===== config.mk =====
export PLATFORM = sky130hd
export DESIGN_NAME = block_rms_meter
export DESIGN_NICKNAME = d
export VERILOG_FILES = /design/src/rtl/core/brms_pkg.sv /design/src/rtl/core/brms_front.sv /design/src/rtl/core/brms_queue.sv /design/src/rtl/core/brms_back.sv /design/src/rtl/core/block_rms_meter.sv
export SDC_FILE = /design/constraint.sdc
export NUM_CORES = 1
export LEC_CHECK = 0
export BUFFER_PORTS_ARGS = -buffer_cell sky130_fd_sc_hd__buf_2
export CAP_MARGIN = 25
export CORE_MARGIN = 3
export CORE_UTILIZATION = 53
export DETAILED_ROUTE_END_ITERATION = 7
export HOLD_SLACK_MARGIN = 0.02
export PLACE_DENSITY = 0.8
export SLEW_MARGIN = 20
export SYNTH_ARGS = -nofsm -noshare
export SYNTH_HDL_FRONTEND = slang
export SYNTH_SLANG_ARGS = --single-unit
export TNS_END_PERCENT = 50

===== constraint.sdc =====
create_clock -name clk -period 8.8 [get_ports clk]
set_clock_uncertainty 0.05 [all_clocks]
set_input_delay 0.88 -clock clk [delete_from_list [all_inputs] [get_ports clk]]
set_output_delay 0.88 -clock clk [all_outputs]
set_load 0.01 [all_outputs]

===== src/rtl/core/brms_pkg.sv =====
// Package for the block RMS meter.
// Holds widths, reset values and register codes shared by all of its modules.
`default_nettype none

package brms_pkg;

    localparam int SAMPLE_BITS_DEF = 16;
    localparam int MAX_BLOCK_DEF   = 64;

    localparam int LEN_W   = 7;
    localparam int LEN_MAX = (1 << LEN_W) - 1;
    localparam logic [LEN_W-1:0] LENGTH_AT_RESET = 7'd10;

    localparam int FRAC_SHIFT = 8;
    localparam int RMS_W      = 20;
    localparam int SUM_W      = 38;

    localparam int PADDR_W = 3;
    localparam int PDATA_W = 32;
    localparam logic REG_BLOCK_LENGTH = 1'b0;

    localparam int QUEUE_DEPTH = 2;
    localparam int QPTR_W      = 1;
    localparam int QCNT_W      = 2;

endpackage

`default_nettype wire


===== src/rtl/core/brms_front.sv =====
// Front end of the block RMS meter: takes samples, squares and accumulates them.
// Pushes the finished block sum and its length into the queue. Uses brms_pkg.
`default_nettype none

module brms_front #(
    parameter int SAMPLE_BITS = 16,
    parameter int MAX_BLOCK   = 64,
    parameter int ACC_W       = 39
) (
    input  wire logic                          clk,
    input  wire logic                          rst_n,
    input  wire logic                          in_valid,
    output logic                               in_stall,
    input  wire logic [SAMPLE_BITS-1:0]        sample,
    input  wire logic [brms_pkg::LEN_W-1:0]    block_length,
    input  wire logic                          q_full,
    output logic                               push,
    output logic [ACC_W-1:0]                   push_sum,
    output logic [brms_pkg::LEN_W-1:0]         push_len
);
    import brms_pkg::*;

    localparam int NMAX = (MAX_BLOCK < LEN_MAX) ? MAX_BLOCK : LEN_MAX;
    localparam int SQ_W = 2 * SAMPLE_BITS;

    logic                 sq_valid_reg, sq_valid_next;
    logic                 sq_last_reg, sq_last_next;
    logic [SQ_W-1:0]      sq_reg, sq_next;
    logic [LEN_W-1:0]     sq_len_reg, sq_len_next;
    logic [LEN_W-1:0]     count_reg, count_next;
    logic [ACC_W-1:0]     acc_reg, acc_next;
    logic [LEN_W-1:0]     n_eff;
    logic [LEN_W-1:0]     count_inc;
    logic [ACC_W-1:0]     acc_sum;
    logic                 accept;
    logic                 advance;
    logic                 is_last;

    always_comb
    begin
        if (block_length == '0)
        begin
            n_eff = LEN_W'(1);
        end
        else if (block_length > LEN_W'(NMAX))
        begin
            n_eff = LEN_W'(NMAX);
        end
        else
        begin
            n_eff = block_length;
        end
    end

    assign advance   = !sq_last_reg || !q_full;
    assign in_stall  = sq_valid_reg && !advance;
    assign accept    = in_valid && !in_stall;
    assign count_inc = count_reg + LEN_W'(1);
    assign is_last   = (count_inc >= n_eff);
    assign acc_sum   = acc_reg + ACC_W'(sq_reg);

    assign push     = sq_valid_reg && sq_last_reg && advance;
    assign push_sum = acc_sum;
    assign push_len = sq_len_reg;

    always_comb
    begin
        sq_valid_next = sq_valid_reg;
        sq_last_next  = sq_last_reg;
        sq_next       = sq_reg;
        sq_len_next   = sq_len_reg;
        count_next    = count_reg;
        acc_next      = acc_reg;

        if (sq_valid_reg && advance)
        begin
            acc_next      = sq_last_reg ? '0 : acc_sum;
            sq_valid_next = 1'b0;
        end

        if (accept)
        begin
            sq_valid_next = 1'b1;
            sq_next       = SQ_W'(sample) * SQ_W'(sample);
            sq_last_next  = is_last;
            sq_len_next   = n_eff;
            count_next    = is_last ? '0 : count_inc;
        end
    end

    always_ff @(posedge clk or negedge rst_n)
    begin
        if (!rst_n)
        begin
            sq_valid_reg <= 1'b0;
            sq_last_reg  <= 1'b0;
            count_reg    <= '0;
            acc_reg      <= '0;
        end
        else
        begin
            sq_valid_reg <= sq_valid_next;
            sq_last_reg  <= sq_last_next;
            count_reg    <= count_next;
            acc_reg      <= acc_next;
        end
    end

    always_ff @(posedge clk)
    begin
        sq_reg     <= sq_next;
        sq_len_reg <= sq_len_next;
    end

endmodule

`default_nettype wire


===== src/rtl/core/brms_queue.sv =====
// Two-entry queue between the front and back ends of the block RMS meter.
// Holds one block sum and its length per entry. Uses brms_pkg.
`default_nettype none

module brms_queue #(
    parameter int ACC_W = 39
) (
    input  wire logic                          clk,
    input  wire logic                          rst_n,
    input  wire logic                          push,
    input  wire logic [ACC_W-1:0]              push_sum,
    input  wire logic [brms_pkg::LEN_W-1:0]    push_len,
    output logic                               full,
    input  wire logic                          pop,
    output logic                               not_empty,
    output logic [ACC_W-1:0]                   head_sum,
    output logic [brms_pkg::LEN_W-1:0]         head_len
);
    import brms_pkg::*;

    logic [ACC_W-1:0]  sum_mem [QUEUE_DEPTH];
    logic [LEN_W-1:0]  len_mem [QUEUE_DEPTH];
    logic [QPTR_W-1:0] wr_ptr_reg, wr_ptr_next;
    logic [QPTR_W-1:0] rd_ptr_reg, rd_ptr_next;
    logic [QCNT_W-1:0] fill_reg, fill_next;

    assign full      = (fill_reg == QCNT_W'(QUEUE_DEPTH));
    assign not_empty = (fill_reg != '0);
    assign head_sum  = sum_mem[rd_ptr_reg];
    assign head_len  = len_mem[rd_ptr_reg];

    always_comb
    begin
        wr_ptr_next = push ? wr_ptr_reg + QPTR_W'(1) : wr_ptr_reg;
        rd_ptr_next = pop ? rd_ptr_reg + QPTR_W'(1) : rd_ptr_reg;
        fill_next   = fill_reg;
        if (push && !pop)
        begin
            fill_next = fill_reg + QCNT_W'(1);
        end
        else if (pop && !push)
        begin
            fill_next = fill_reg - QCNT_W'(1);
        end
    end

    always_ff @(posedge clk or negedge rst_n)
    begin
        if (!rst_n)
        begin
            wr_ptr_reg <= '0;
            rd_ptr_reg <= '0;
            fill_reg   <= '0;
        end
        else
        begin
            wr_ptr_reg <= wr_ptr_next;
            rd_ptr_reg <= rd_ptr_next;
            fill_reg   <= fill_next;
        end
    end

    always_ff @(posedge clk)
    begin
        if (push)
        begin
            sum_mem[wr_ptr_reg] <= push_sum;
            len_mem[wr_ptr_reg] <= push_len;
        end
    end

endmodule

`default_nettype wire


===== src/rtl/core/brms_back.sv =====
// Back end of the block RMS meter: divides the scaled block sum by its length,
// takes the integer square root one bit per cycle and holds the result. Uses brms_pkg.
`default_nettype none

module brms_back #(
    parameter int ACC_W = 39
) (
    input  wire logic                          clk,
    input  wire logic                          rst_n,
    input  wire logic                          q_not_empty,
    input  wire logic [ACC_W-1:0]              q_sum,
    input  wire logic [brms_pkg::LEN_W-1:0]    q_len,
    output logic                               q_pop,
    output logic                               out_valid,
    input  wire logic                          out_stall,
    output logic [brms_pkg::RMS_W-1:0]         rms_value,
    output logic [brms_pkg::SUM_W-1:0]         square_sum
);
    import brms_pkg::*;

    localparam int DW    = ACC_W + FRAC_SHIFT;
    localparam int RW    = (DW + 1) / 2;
    localparam int XW    = 2 * RW;
    localparam int CNT_W = $clog2(DW + 1);
    localparam int CW    = (RW > RMS_W) ? RW : RMS_W;
    localparam int SW    = (ACC_W > SUM_W) ? ACC_W : SUM_W;

    typedef enum logic [1:0] {
        ST_IDLE,
        ST_DIV,
        ST_SQRT,
        ST_DONE
    } state_t;

    state_t            state_reg, state_next;
    logic [CNT_W-1:0]  step_reg, step_next;
    logic [ACC_W-1:0]  sum_reg, sum_next;
    logic [LEN_W-1:0]  len_reg, len_next;
    logic [DW-1:0]     div_reg, div_next;
    logic [LEN_W-1:0]  drem_reg, drem_next;
    logic [XW-1:0]     x_reg, x_next;
    logic [RW+1:0]     srem_reg, srem_next;
    logic [RW-1:0]     root_reg, root_next;
    logic              out_valid_reg, out_valid_next;
    logic [RMS_W-1:0]  rms_reg, rms_next;
    logic [SUM_W-1:0]  osum_reg, osum_next;

    logic [LEN_W:0]    d_shift;
    logic              d_ge;
    logic [RW+1:0]     s_shift;
    logic [RW+1:0]     s_trial;
    logic              s_ge;
    logic [CW-1:0]     root_ext;
    logic [SW-1:0]     sum_ext;
    logic              out_free;

    assign d_shift  = {drem_reg, div_reg[DW-1]};
    assign d_ge     = (d_shift >= {1'b0, len_reg});
    assign s_shift  = {srem_reg[RW-1:0], x_reg[XW-1:XW-2]};
    assign s_trial  = {root_reg, 2'b01};
    assign s_ge     = (s_shift >= s_trial);
    assign root_ext = CW'(root_reg);
    assign sum_ext  = SW'(sum_reg);
    assign out_free = !out_valid_reg || !out_stall;

    assign q_pop      = (state_reg == ST_IDLE) && q_not_empty;
    assign out_valid  = out_valid_reg;
    assign rms_value  = rms_reg;
    assign square_sum = osum_reg;

    always_comb
    begin
        state_next     = state_reg;
        step_next      = step_reg;
        sum_next       = sum_reg;
        len_next       = len_reg;
        div_next       = div_reg;
        drem_next      = drem_reg;
        x_next         = x_reg;
        srem_next      = srem_reg;
        root_next      = root_reg;
        out_valid_next = out_valid_reg;
        rms_next       = rms_reg;
        osum_next      = osum_reg;

        if (out_valid_reg && !out_stall)
        begin
            out_valid_next = 1'b0;
        end

        case (state_reg)
            ST_IDLE:
            begin
                if (q_not_empty)
                begin
                    sum_next   = q_sum;
                    len_next   = q_len;
                    div_next   = {q_sum, {FRAC_SHIFT{1'b0}}};
                    drem_next  = '0;
                    step_next  = CNT_W'(DW);
                    state_next = ST_DIV;
                end
            end
            ST_DIV:
            begin
                div_next  = {div_reg[DW-2:0], d_ge};
                drem_next = d_ge ? LEN_W'(d_shift - {1'b0, len_reg}) : d_shift[LEN_W-1:0];
                step_next = step_reg - CNT_W'(1);
                if (step_reg == CNT_W'(1))
                begin
                    x_next     = XW'({div_reg[DW-2:0], d_ge});
                    srem_next  = '0;
                    root_next  = '0;
                    step_next  = CNT_W'(RW);
                    state_next = ST_SQRT;
                end
            end
            ST_SQRT:
            begin
                x_next    = {x_reg[XW-3:0], 2'b00};
                srem_next = s_ge ? s_shift - s_trial : s_shift;
                root_next = {root_reg[RW-2:0], s_ge};
                step_next = step_reg - CNT_W'(1);
                if (step_reg == CNT_W'(1))
                begin
                    state_next = ST_DONE;
                end
            end
            ST_DONE:
            begin
                if (out_free)
                begin
                    out_valid_next = 1'b1;
                    if (root_ext > CW'((1 << RMS_W) - 1))
                    begin
                        rms_next = '1;
                    end
                    else
                    begin
                        rms_next = root_ext[RMS_W-1:0];
                    end
                    if (sum_ext > SW'({SUM_W{1'b1}}))
                    begin
                        osum_next = '1;
                    end
                    else
                    begin
                        osum_next = sum_ext[SUM_W-1:0];
                    end
                    state_next = ST_IDLE;
                end
            end
            default:
            begin
                state_next = ST_IDLE;
            end
        endcase
    end

    always_ff @(posedge clk or negedge rst_n)
    begin
        if (!rst_n)
        begin
            state_reg     <= ST_IDLE;
            step_reg      <= '0;
            out_valid_reg <= 1'b0;
            sum_reg       <= '0;
            len_reg       <= '0;
            div_reg       <= '0;
            drem_reg      <= '0;
            x_reg         <= '0;
            srem_reg      <= '0;
            root_reg      <= '0;
            rms_reg       <= '0;
            osum_reg      <= '0;
        end
        else
        begin
            state_reg     <= state_next;
            step_reg      <= step_next;
            out_valid_reg <= out_valid_next;
            sum_reg       <= sum_next;
            len_reg       <= len_next;
            div_reg       <= div_next;
            drem_reg      <= drem_next;
            x_reg         <= x_next;
            srem_reg      <= srem_next;
            root_reg      <= root_next;
            rms_reg       <= rms_next;
            osum_reg      <= osum_next;
        end
    end

endmodule

`default_nettype wire


===== src/rtl/core/block_rms_meter.sv =====
// Top level of the block RMS meter: configuration register and the
// front end, queue and back end. Uses brms_pkg, brms_front, brms_queue, brms_back.
//
// Usage: samples enter on the input channel (in_valid, in_stall, sample). Each
// sample is squared and added to the running block sum. After block_length
// samples one item leaves on the output channel (out_valid, out_stall,
// rms_value, square_sum) and the block sum restarts.
// The front end takes one sample per cycle while the input is not stalled. The back
// end restores the mean by a one-bit-per-cycle divider and an integer square root
// of one bit per cycle; it takes the next block from the queue only once it has
// handed on its current result. A two-entry queue holds blocks waiting for the back
// end; the input stalls only when that queue is full. block_length is written through
// the APB port at byte address 0; the user must do so only while the block is idle,
// and the block itself does not enforce this. Zero acts as one, values above
// MAX_BLOCK act as MAX_BLOCK.
// Reset clears the block sum and count and sets block_length to 10.
// While the receiver stalls, the result item holds; the back end finishes its next
// block and waits, and the front end keeps taking samples until the queue fills.
`default_nettype none

module block_rms_meter #(
    parameter int SAMPLE_BITS = brms_pkg::SAMPLE_BITS_DEF,
    parameter int MAX_BLOCK   = brms_pkg::MAX_BLOCK_DEF
) (
    input  wire logic                            clk,
    input  wire logic                            rst_n,
    input  wire logic                            psel,
    input  wire logic                            penable,
    input  wire logic                            pwrite,
    input  wire logic [brms_pkg::PADDR_W-1:0]    paddr,
    input  wire logic [brms_pkg::PDATA_W-1:0]    pwdata,
    output logic [brms_pkg::PDATA_W-1:0]         prdata,
    output logic                                 pready,
    input  wire logic                            in_valid,
    output logic                                 in_stall,
    input  wire logic [SAMPLE_BITS-1:0]          sample,
    output logic                                 out_valid,
    input  wire logic                            out_stall,
    output logic [brms_pkg::RMS_W-1:0]           rms_value,
    output logic [brms_pkg::SUM_W-1:0]           square_sum
);
    import brms_pkg::*;

    localparam int NMAX  = (MAX_BLOCK < LEN_MAX) ? MAX_BLOCK : LEN_MAX;
    localparam int ACC_W = 2 * SAMPLE_BITS + $clog2(NMAX + 1);

    logic [LEN_W-1:0] length_reg, length_next;
    logic             reg_sel;
    logic             push;
    logic [ACC_W-1:0] push_sum;
    logic [LEN_W-1:0] push_len;
    logic             q_full;
    logic             q_pop;
    logic             q_not_empty;
    logic [ACC_W-1:0] q_sum;
    logic [LEN_W-1:0] q_len;

    assign pready  = 1'b1;
    assign reg_sel = (paddr[PADDR_W-1] == REG_BLOCK_LENGTH);
    assign prdata  = reg_sel ? PDATA_W'(length_reg) : '0;

    always_comb
    begin
        length_next = length_reg;
        if (psel && penable && pwrite && pready && reg_sel)
        begin
            length_next = pwdata[LEN_W-1:0];
        end
    end

    always_ff @(posedge clk or negedge rst_n)
    begin
        if (!rst_n)
        begin
            length_reg <= LENGTH_AT_RESET;
        end
        else
        begin
            length_reg <= length_next;
        end
    end

    brms_front #(
        .SAMPLE_BITS (SAMPLE_BITS),
        .MAX_BLOCK   (MAX_BLOCK),
        .ACC_W       (ACC_W)
    ) u_front (
        .clk          (clk),
        .rst_n        (rst_n),
        .in_valid     (in_valid),
        .in_stall     (in_stall),
        .sample       (sample),
        .block_length (length_reg),
        .q_full       (q_full),
        .push         (push),
        .push_sum     (push_sum),
        .push_len     (push_len)
    );

    brms_queue #(
        .ACC_W (ACC_W)
    ) u_queue (
        .clk       (clk),
        .rst_n     (rst_n),
        .push      (push),
        .push_sum  (push_sum),
        .push_len  (push_len),
        .full      (q_full),
        .pop       (q_pop),
        .not_empty (q_not_empty),
        .head_sum  (q_sum),
        .head_len  (q_len)
    );

    brms_back #(
        .ACC_W (ACC_W)
    ) u_back (
        .clk         (clk),
        .rst_n       (rst_n),
        .q_not_empty (q_not_empty),
        .q_sum       (q_sum),
        .q_len       (q_len),
        .q_pop       (q_pop),
        .out_valid   (out_valid),
        .out_stall   (out_stall),
        .rms_value   (rms_value),
        .square_sum  (square_sum)
    );

endmodule

`default_nettype wire


==> reports/metrics.yaml, run 1 <==
clock.fmax_mhz: 144
first_global_vias: 20887
timing.max_cap.violations: 0
synthCells: 2852
worstRegToRegCells: 11
cts.clk_slew.worst_paths_ps: 60
number_of_antenna_violations_at_the_first_check_in_global_routing: 1
postCtsHoldBufs: 0
insertion_delay_ps: 570
cts_setup_buffers: 0
power.share.clock_pct: 18.8
worstPathMaxFanout: 19
wire_length_of_the_first_global_routing_pass_mm: 101
final.setup.tns_ps: 0
p_sw_w: 0.00386
final-hold-violation-count: 0
status: "finished, final reports clean"
largest_register_ff_count: 78
share_of_synthesized_flip_flops_with_an_asynchronous_set_or_reset_pct: 71.2
criticalPathCategory: "input port to flop"
timing_max_transition_violations_final: 0
cts_made_buffers: 43
rsz0062_at_grt: "no"
postSynthRegisterBits: 452
regToRegEndpoint: "u_back.srem_reg[23]$_DFFE_PN0P_"
post_synth_instance_area_um2: 28600
area_delta_synth_final_pct: 8.47
die-area_um2: 56700
ctsRootBufferMaster: "clkbuf_16"
synth_area_leaders: "dfrtp_1, edfxtp_1, fa_1"
buffer_ports.inserted: 97
drt_iter0_markers: 1141
timing.critical_path.slowest_stage_cell: "fa_1"
dr_total_vias: 20147
dp_hpwl_mm: 43.1
core-area_um2: 53000
grt_start_max_net_pins: 109
leakage_power_nw: 15.1
worst_setup_ep_type: "flop"
r2r_setup_slack_ps: 4910
synthesis.yosys.warnings: 0
syn_area_per_cell_um2: 10.0
rel_slew_slack_pct: 34.7
power.ir.vdd_worst_v: 0.000267
route.detailed.drc: 0
fin_total_pwr_w: 0.00982
largest_area_contributor_in_the_netlist: "dfrtp_1"
p_sw_share_pct: 39.3
rr_startpoint: "u_back.root_ext[18]$_DFFE_PN0P_"
combinational_share_of_power_pct: 50.7
cts_max_level: 2
global_routing_usage_summed_across_all_routing_layers_pct: 21.2
cp_slowest_stage_delay_ps: 530
power.sequential.fraction_pct: 30.5
avgViaCountPerCell: 5.58
worst_ep_arrival_time_ps: 7250
synth.distinct_cells: 72
crit_chain: "buf_2, and2_1, fa_1, inv_1, fa_1, inv_1, fa_1, inv_1, fa_1, inv_1, fa_1, inv_1, fa_1, inv_1, ha_1, a21o_1, a221o_1, o2bb2ai_1, o311ai_1, a21oi_1, a221o_1, o311ai_0"
ctsLongestPathBuffers: 3
p_per_area_nw_per_um2: 317
synth.yosys.seq_area_share_pct: 41.9
finalWeightedCongestion: 0.918
drt_wl_total_mm: 59.4
y_dimension_of_the_die_um: 238
synth_edf_count: 130
finalWorstPathRequiredPeriod_ps: 6950
grt-ovfl-total: 0
final_layout_size_suffix_gt1_share_pct: 7.26
cellInternalPower_w: 0.00596
num_rows: 84
worstPathRequired_ps: 9100
cts_tree: "built"
final_antenna_net_count: 0
num-nets-final: 3292
hp-class: "input port to asynchronous set/reset pin"
worst_setup_path_start_kind: "input port"
ioPinCount: 151
number_of_optimization_iterations_in_the_first_detailed_route_pass: 5
die_w_um: 238
total_setup_violations_reported_at_the_end_of_the_flow: 0
tightest_slew_ps: 979
cts_repair_resize_count: 0
cts.sinks: 452
initial_utilization_pct: 53.9
fin_crit_sh_pct: 79.0
netlist.area_leader.share_pct: 28.0
synth_top_flop_cell: "dfrtp_1"
detail_route.wl_per_cell_um: 16.5
power by group through the flow:
stage          Clock, W  Combinational [W]  Sequential, W
2_1_floorplan         0            0.00389        0.00297
3_5_place_dp          0            0.00493        0.00303
4_1_cts         0.00188            0.00498        0.00300
5_1_grt         0.00196            0.00570        0.00303
3_3_place_gp          0            0.00470        0.00302
6_report        0.00184            0.00498        0.00300
Yosys cell counts, types with 4 or more instances:
cell type and instances:
a21boi_0 6, a22oi_1 5, nor2b_1 21, buf_4 28, nand2b_1 14, a211oi_1 9, o21a_1 7, a31o_2 4
fa_1 165, o21ai_0 244, xnor2_1 65, nor3_1 24, a32oi_1 10, inv_1 330, o211ai_1 11, nand2_1 336
dfrtp_1 320, a21o_1 46, clkbuf_1 113, xor2_1 42, nor2_1 194, mux2_2 10, a31oi_1 7, or2_2 5
o22a_1 21, a22o_1 43, and3_1 17, or3_1 4, nand3_1 27, and2_1 46, a21oi_1 165, o31ai_1 4
buf_1 4, nand4_1 15, ha_1 181, edfxtp_1 130, nand3b_1 6, o21bai_1 10, mux2i_1 106, a221o_1 6
final cells by class:
class	instances	area, um2
flip-flops and latches	452	12000
inverters	330	1240
fillers	4341	22000
clock inverters	12	163
clock buffers	67	1240
diodes	1	2.50
well taps	688	861
multi-input cells	1945	14800
repair buffers	116	673
cell usage in the layout (no fill, tap or decap), drive strengths merged, types with 7 or more instances in the layout:
cell type / n
a22o: 43
and2: 47
a31oi: 8
o22a: 21
conb: 26
nand2: 337
dfrtp: 320
xor2: 42
o21a: 7
buf: 116
xnor2: 65
nand3: 27
mux2: 10
o21bai: 10
o21ai: 246
a211oi: 9
nor2: 194
nand2b: 14
inv: 333
fa: 165
o211ai: 11
mux2i: 106
a21o: 46
clkbuf: 67
and3: 17
nor2b: 21
edfxtp: 130
a21boi: 7
a32oi: 10
ha: 181
nand4: 15
a21oi: 165
nor3: 24
critical path: cells and delay by family:
kind                       cells  cell delay (ps)
and+or+nand+nor                1              230
adders and majority gates      7             3380
buffers and inverters          7              540
AOI/OAI and AO/OA              7             2200
per-stage QoR:
stage | hold slack, ps | instance area (um2) | util (%) | setup WS (ps) | cells
floorplan | 371 | 28600 | - | 1750 | 2876
global placement | 379 | 29500 | 55.7 | 1440 | 3528
detailed placement | 381 | 29500 | 55.7 | 1250 | 3529
CTS | 350 | 30900 | 58.4 | 1850 | 3608
global route | 370 | 31000 | 58.5 | 1570 | 3611
finish | 323 | 31000 | 58.5 | 1850 | 3611
routing by layer:
layer	track usage, %	vias up	routed length [um]
li1	-	9601	-
met5	0	-	0
met3	2.21	102	2090
met1	27.0	10024	25100
met4	6.95	0	1610
met2	38.1	420	30600
how the worst max path moves through the flow:
stage                                         endpoint      start  cells after the start  slack [ps]
after floorplan           u_front.sq_reg[29]$_DFFE_PP_  sample[1]                     23        1750
after global placement    u_front.sq_reg[29]$_DFFE_PP_  sample[1]                     22        1440
after detailed placement  u_front.sq_reg[31]$_DFFE_PP_  sample[1]                     22        1250
after CTS                 u_front.sq_reg[31]$_DFFE_PP_  sample[1]                     22        1850
after global routing      u_front.sq_reg[29]$_DFFE_PP_  sample[1]                     22        1570
final                     u_front.sq_reg[31]$_DFFE_PP_  sample[1]                     22        1850
logic make-up (layout without fill, tap and decap cells):
group                    after synthesis  in the layout  share of synthesized area [%]
AO/OA/AOI/OAI                        626            626                           13.4
XOR/XNOR                             107            107                           3.28
adder cells (fa/ha/maj)              346            346                           19.5
buffers and inverters                479            525                           6.70
flip-flops                           452            452                           41.9
multiplexers                         116            116                           4.11
other                                  2             27                         0.0263
AND/OR/NAND/NOR                      724            724                           11.1
(Power assumes the default switching activity.)
==> inputs of run 2 (changes only) <==
--- a/config.mk
+++ b/config.mk
@@ -11,7 +11,7 @@
 export CORE_UTILIZATION = 53
 export DETAILED_ROUTE_END_ITERATION = 7
 export HOLD_SLACK_MARGIN = 0.02
-export PLACE_DENSITY = 0.8
+export PLACE_DENSITY = 0.82
 export SLEW_MARGIN = 20
 export SYNTH_ARGS = -nofsm -noshare
 export SYNTH_HDL_FRONTEND = slang
==> constraint.sdc (replaced) <==
create_clock -name clk -period 6.3 [get_ports clk]
set_clock_uncertainty 0.05 [all_clocks]
set_input_delay 0.63 -clock clk [delete_from_list [all_inputs] [get_ports clk]]
set_output_delay 0.63 -clock clk [all_outputs]
set_load 0.01 [all_outputs]
==> run 2 against run 1 <==
Sequential share of layout area decreased by 1.1 points. Hold slack got worse by 280 ps. Die area unchanged. Non-clock buffer count up 88. Worst setup slack got worse by 1600 ps. Sequential power is 40% higher. Design area grew 3.0%. Clock-buffer cell count decreased by 16. Wire length up 0.57%. Global-route usage decreased by 0.063 points. Flip-flop and latch count unchanged.
==> reports/metrics.yaml, run 2 (same netlist as run 1, synthesis figures left out) <==
status: "finished, final reports clean"
timing.critical_path.slowest_stage_cell: "fa_1"
critical_path_depth: 19
rsz0062_at_grt: "no"
hp-class: "input port to asynchronous set/reset pin"
crit_top_cell: "fa_1"
grt_start_max_net_pins: 148
number_of_optimization_iterations_in_the_first_detailed_route_pass: 5
finalWeightedCongestion: 0.891
cellInternalPower_w: 0.00913
path_delay_family: "adder cells"
r2r_setup_slack_ps: 2360
layout.cells.most_common: "nand2_1"
finalWorstPathRequiredPeriod_ps: 6010
power.ir.vdd_worst_v: 0.000517
initial_utilization_pct: 53.9
timing.max_cap.violations: 0
final_layout_size_suffix_gt1_share_pct: 10.9
criticalPathCategory: "input port to flop"
tightest_slew_ps: 988
p_per_area_nw_per_um2: 463
ioPinCount: 151
insertion_delay_ps: 560
worstPathMaxFanout: 8
cts_max_level: 2
die-area_um2: 56700
drt_wl_total_mm: 59.8
clock.fmax_mhz: 166
combinational_share_of_power_pct: 53.1
buffer_ports.inserted: 97
dr_total_vias: 20363
wire_length_of_the_first_global_routing_pass_mm: 100
cts_tree: "built"
p_sw_w: 0.00564
postCtsHoldBufs: 0
cts_made_buffers: 43
num-nets-final: 3380
worst_setup_ep_type: "flop"
final_antenna_net_count: 0
leakage_power_nw: 15.6
p_sw_share_pct: 38.2
rel_slew_slack_pct: 34.1
worstPathRequired_ps: 6610
final.setup.tns_ps: 0
total_setup_violations_reported_at_the_end_of_the_flow: 0
y_dimension_of_the_die_um: 238
fin_crit_sh_pct: 95.5
ctsRootBufferMaster: "clkbuf_16"
area.sequential_um2: 12000
cts_setup_buffers: 0
avgViaCountPerCell: 5.50
drt_iter0_markers: 1341
cts.clk_slew.worst_paths_ps: 60
die_w_um: 238
worst_ep_arrival_time_ps: 6320
critPathBufInv: 4
detail_route.wl_per_cell_um: 16.1
crit_chain: "buf_2, nand2_1, fa_1, fa_1, inv_1, fa_1, fa_1, fa_1, inv_1, fa_1, inv_1, ha_4, a21o_1, a21oi_2, o21ai_0, o311ai_2, a21oi_2, a221o_1, o311ai_1"
core-area_um2: 53000
area_delta_synth_final_pct: 11.7
cts.sinks: 452
worst_setup_path_start_kind: "input port"
worstRegToRegCells: 10
first_global_vias: 20844
cts_repair_resize_count: 0
multi_input_area_um2: 14900
route.detailed.drc: 0
timing_max_transition_violations_final: 0
final_cell_mix: "nand2_1, inv_1, dfrtp_1"
fin_total_pwr_w: 0.0148
final-hold-violation-count: 0
number_of_antenna_violations_at_the_first_check_in_global_routing: 1
ctsLongestPathBuffers: 3
dp_hpwl_mm: 44.3
global_routing_usage_summed_across_all_routing_layers_pct: 21.1
grt-ovfl-total: 0
n_fill_cell: 4191
cp_slowest_stage_delay_ps: 550
largest_register_ff_count: 78
num_rows: 84
power.sequential.fraction_pct: 28.5
power.share.clock_pct: 18.5
run 2: per-layer routing:
layer | global-route usage, % | wire, um | vias up
met5 | 0 | 0 | -
met4 | 6.58 | 1660 | 0
met3 | 2.40 | 2590 | 111
met2 | 38.1 | 30300 | 491
met1 | 26.9 | 25200 | 9934
li1 | - | - | 9827
run 2: power by group through the flow:
| stage | Sequential [W] | Clock, W | Combinational, W |
|---|---|---|---|
| floorplan | 0.00415 | 0 | 0.00567 |
| global placement | 0.00422 | 0 | 0.00745 |
| detailed placement | 0.00425 | 0 | 0.00781 |
| CTS | 0.00420 | 0.00278 | 0.00786 |
| global route | 0.00424 | 0.00291 | 0.00888 |
| finish | 0.00420 | 0.00273 | 0.00784 |
run 2: path summary, 6_finish.rpt:
kind | from | endpoint
min reg2reg | u_front.push_len[1]$_DFFE_PP_ | u_queue.len_mem[0][1]$_DFFE_PP_
min in group clk | pwdata[2] | length_reg[2]$_DFFE_PN0P_
max reg2reg | u_back.root_ext[13]$_DFFE_PN0P_ | u_back.srem_reg[23]$_DFFE_PN0P_
max | sample[4] | u_front.sq_reg[29]$_DFFE_PP_
max in group asynchronous | rst_n | u_front.count_reg[3]$_DFFE_PN0P_
min | rst_n | u_back.srem_reg[8]$_DFFE_PN0P_
run 2: worst reg2reg max path, stage by stage (launching register included):
cell and delay (ps):
dfrtp_1 380, inv_1 70, ha_1 380, a21oi_1 310
o21ai_1 170, a21oi_1 150, o21ai_0 100, a221oi_1 800
and2_1 630, nand2b_1 540, o21ai_0 220
run 2: area by class of cell:
class                      instances  area share, %
multi-input combinational       1945           46.8
clock inverter                    29           1.11
tap                              688           2.70
antenna                            1        0.00785
inverter                         330           3.88
clock buffer                      51           3.66
timing repair buffer             204           4.36
sequential                       452           37.5
run 2: metrics by stage:
step	hold slack (ps)	cells	setup WS (ps)	instance area [um2]	util (%)
final	42.2	3700	286	31900	60.2
after global routing	97.5	3700	19.0	31900	60.2
after CTS	88.3	3697	305	31800	60.1
after detailed placement	381	3617	-305	30300	57.2
after global placement	376	3617	-180	30300	57.2
after floorplan	284	2876	-5.93	28800	-
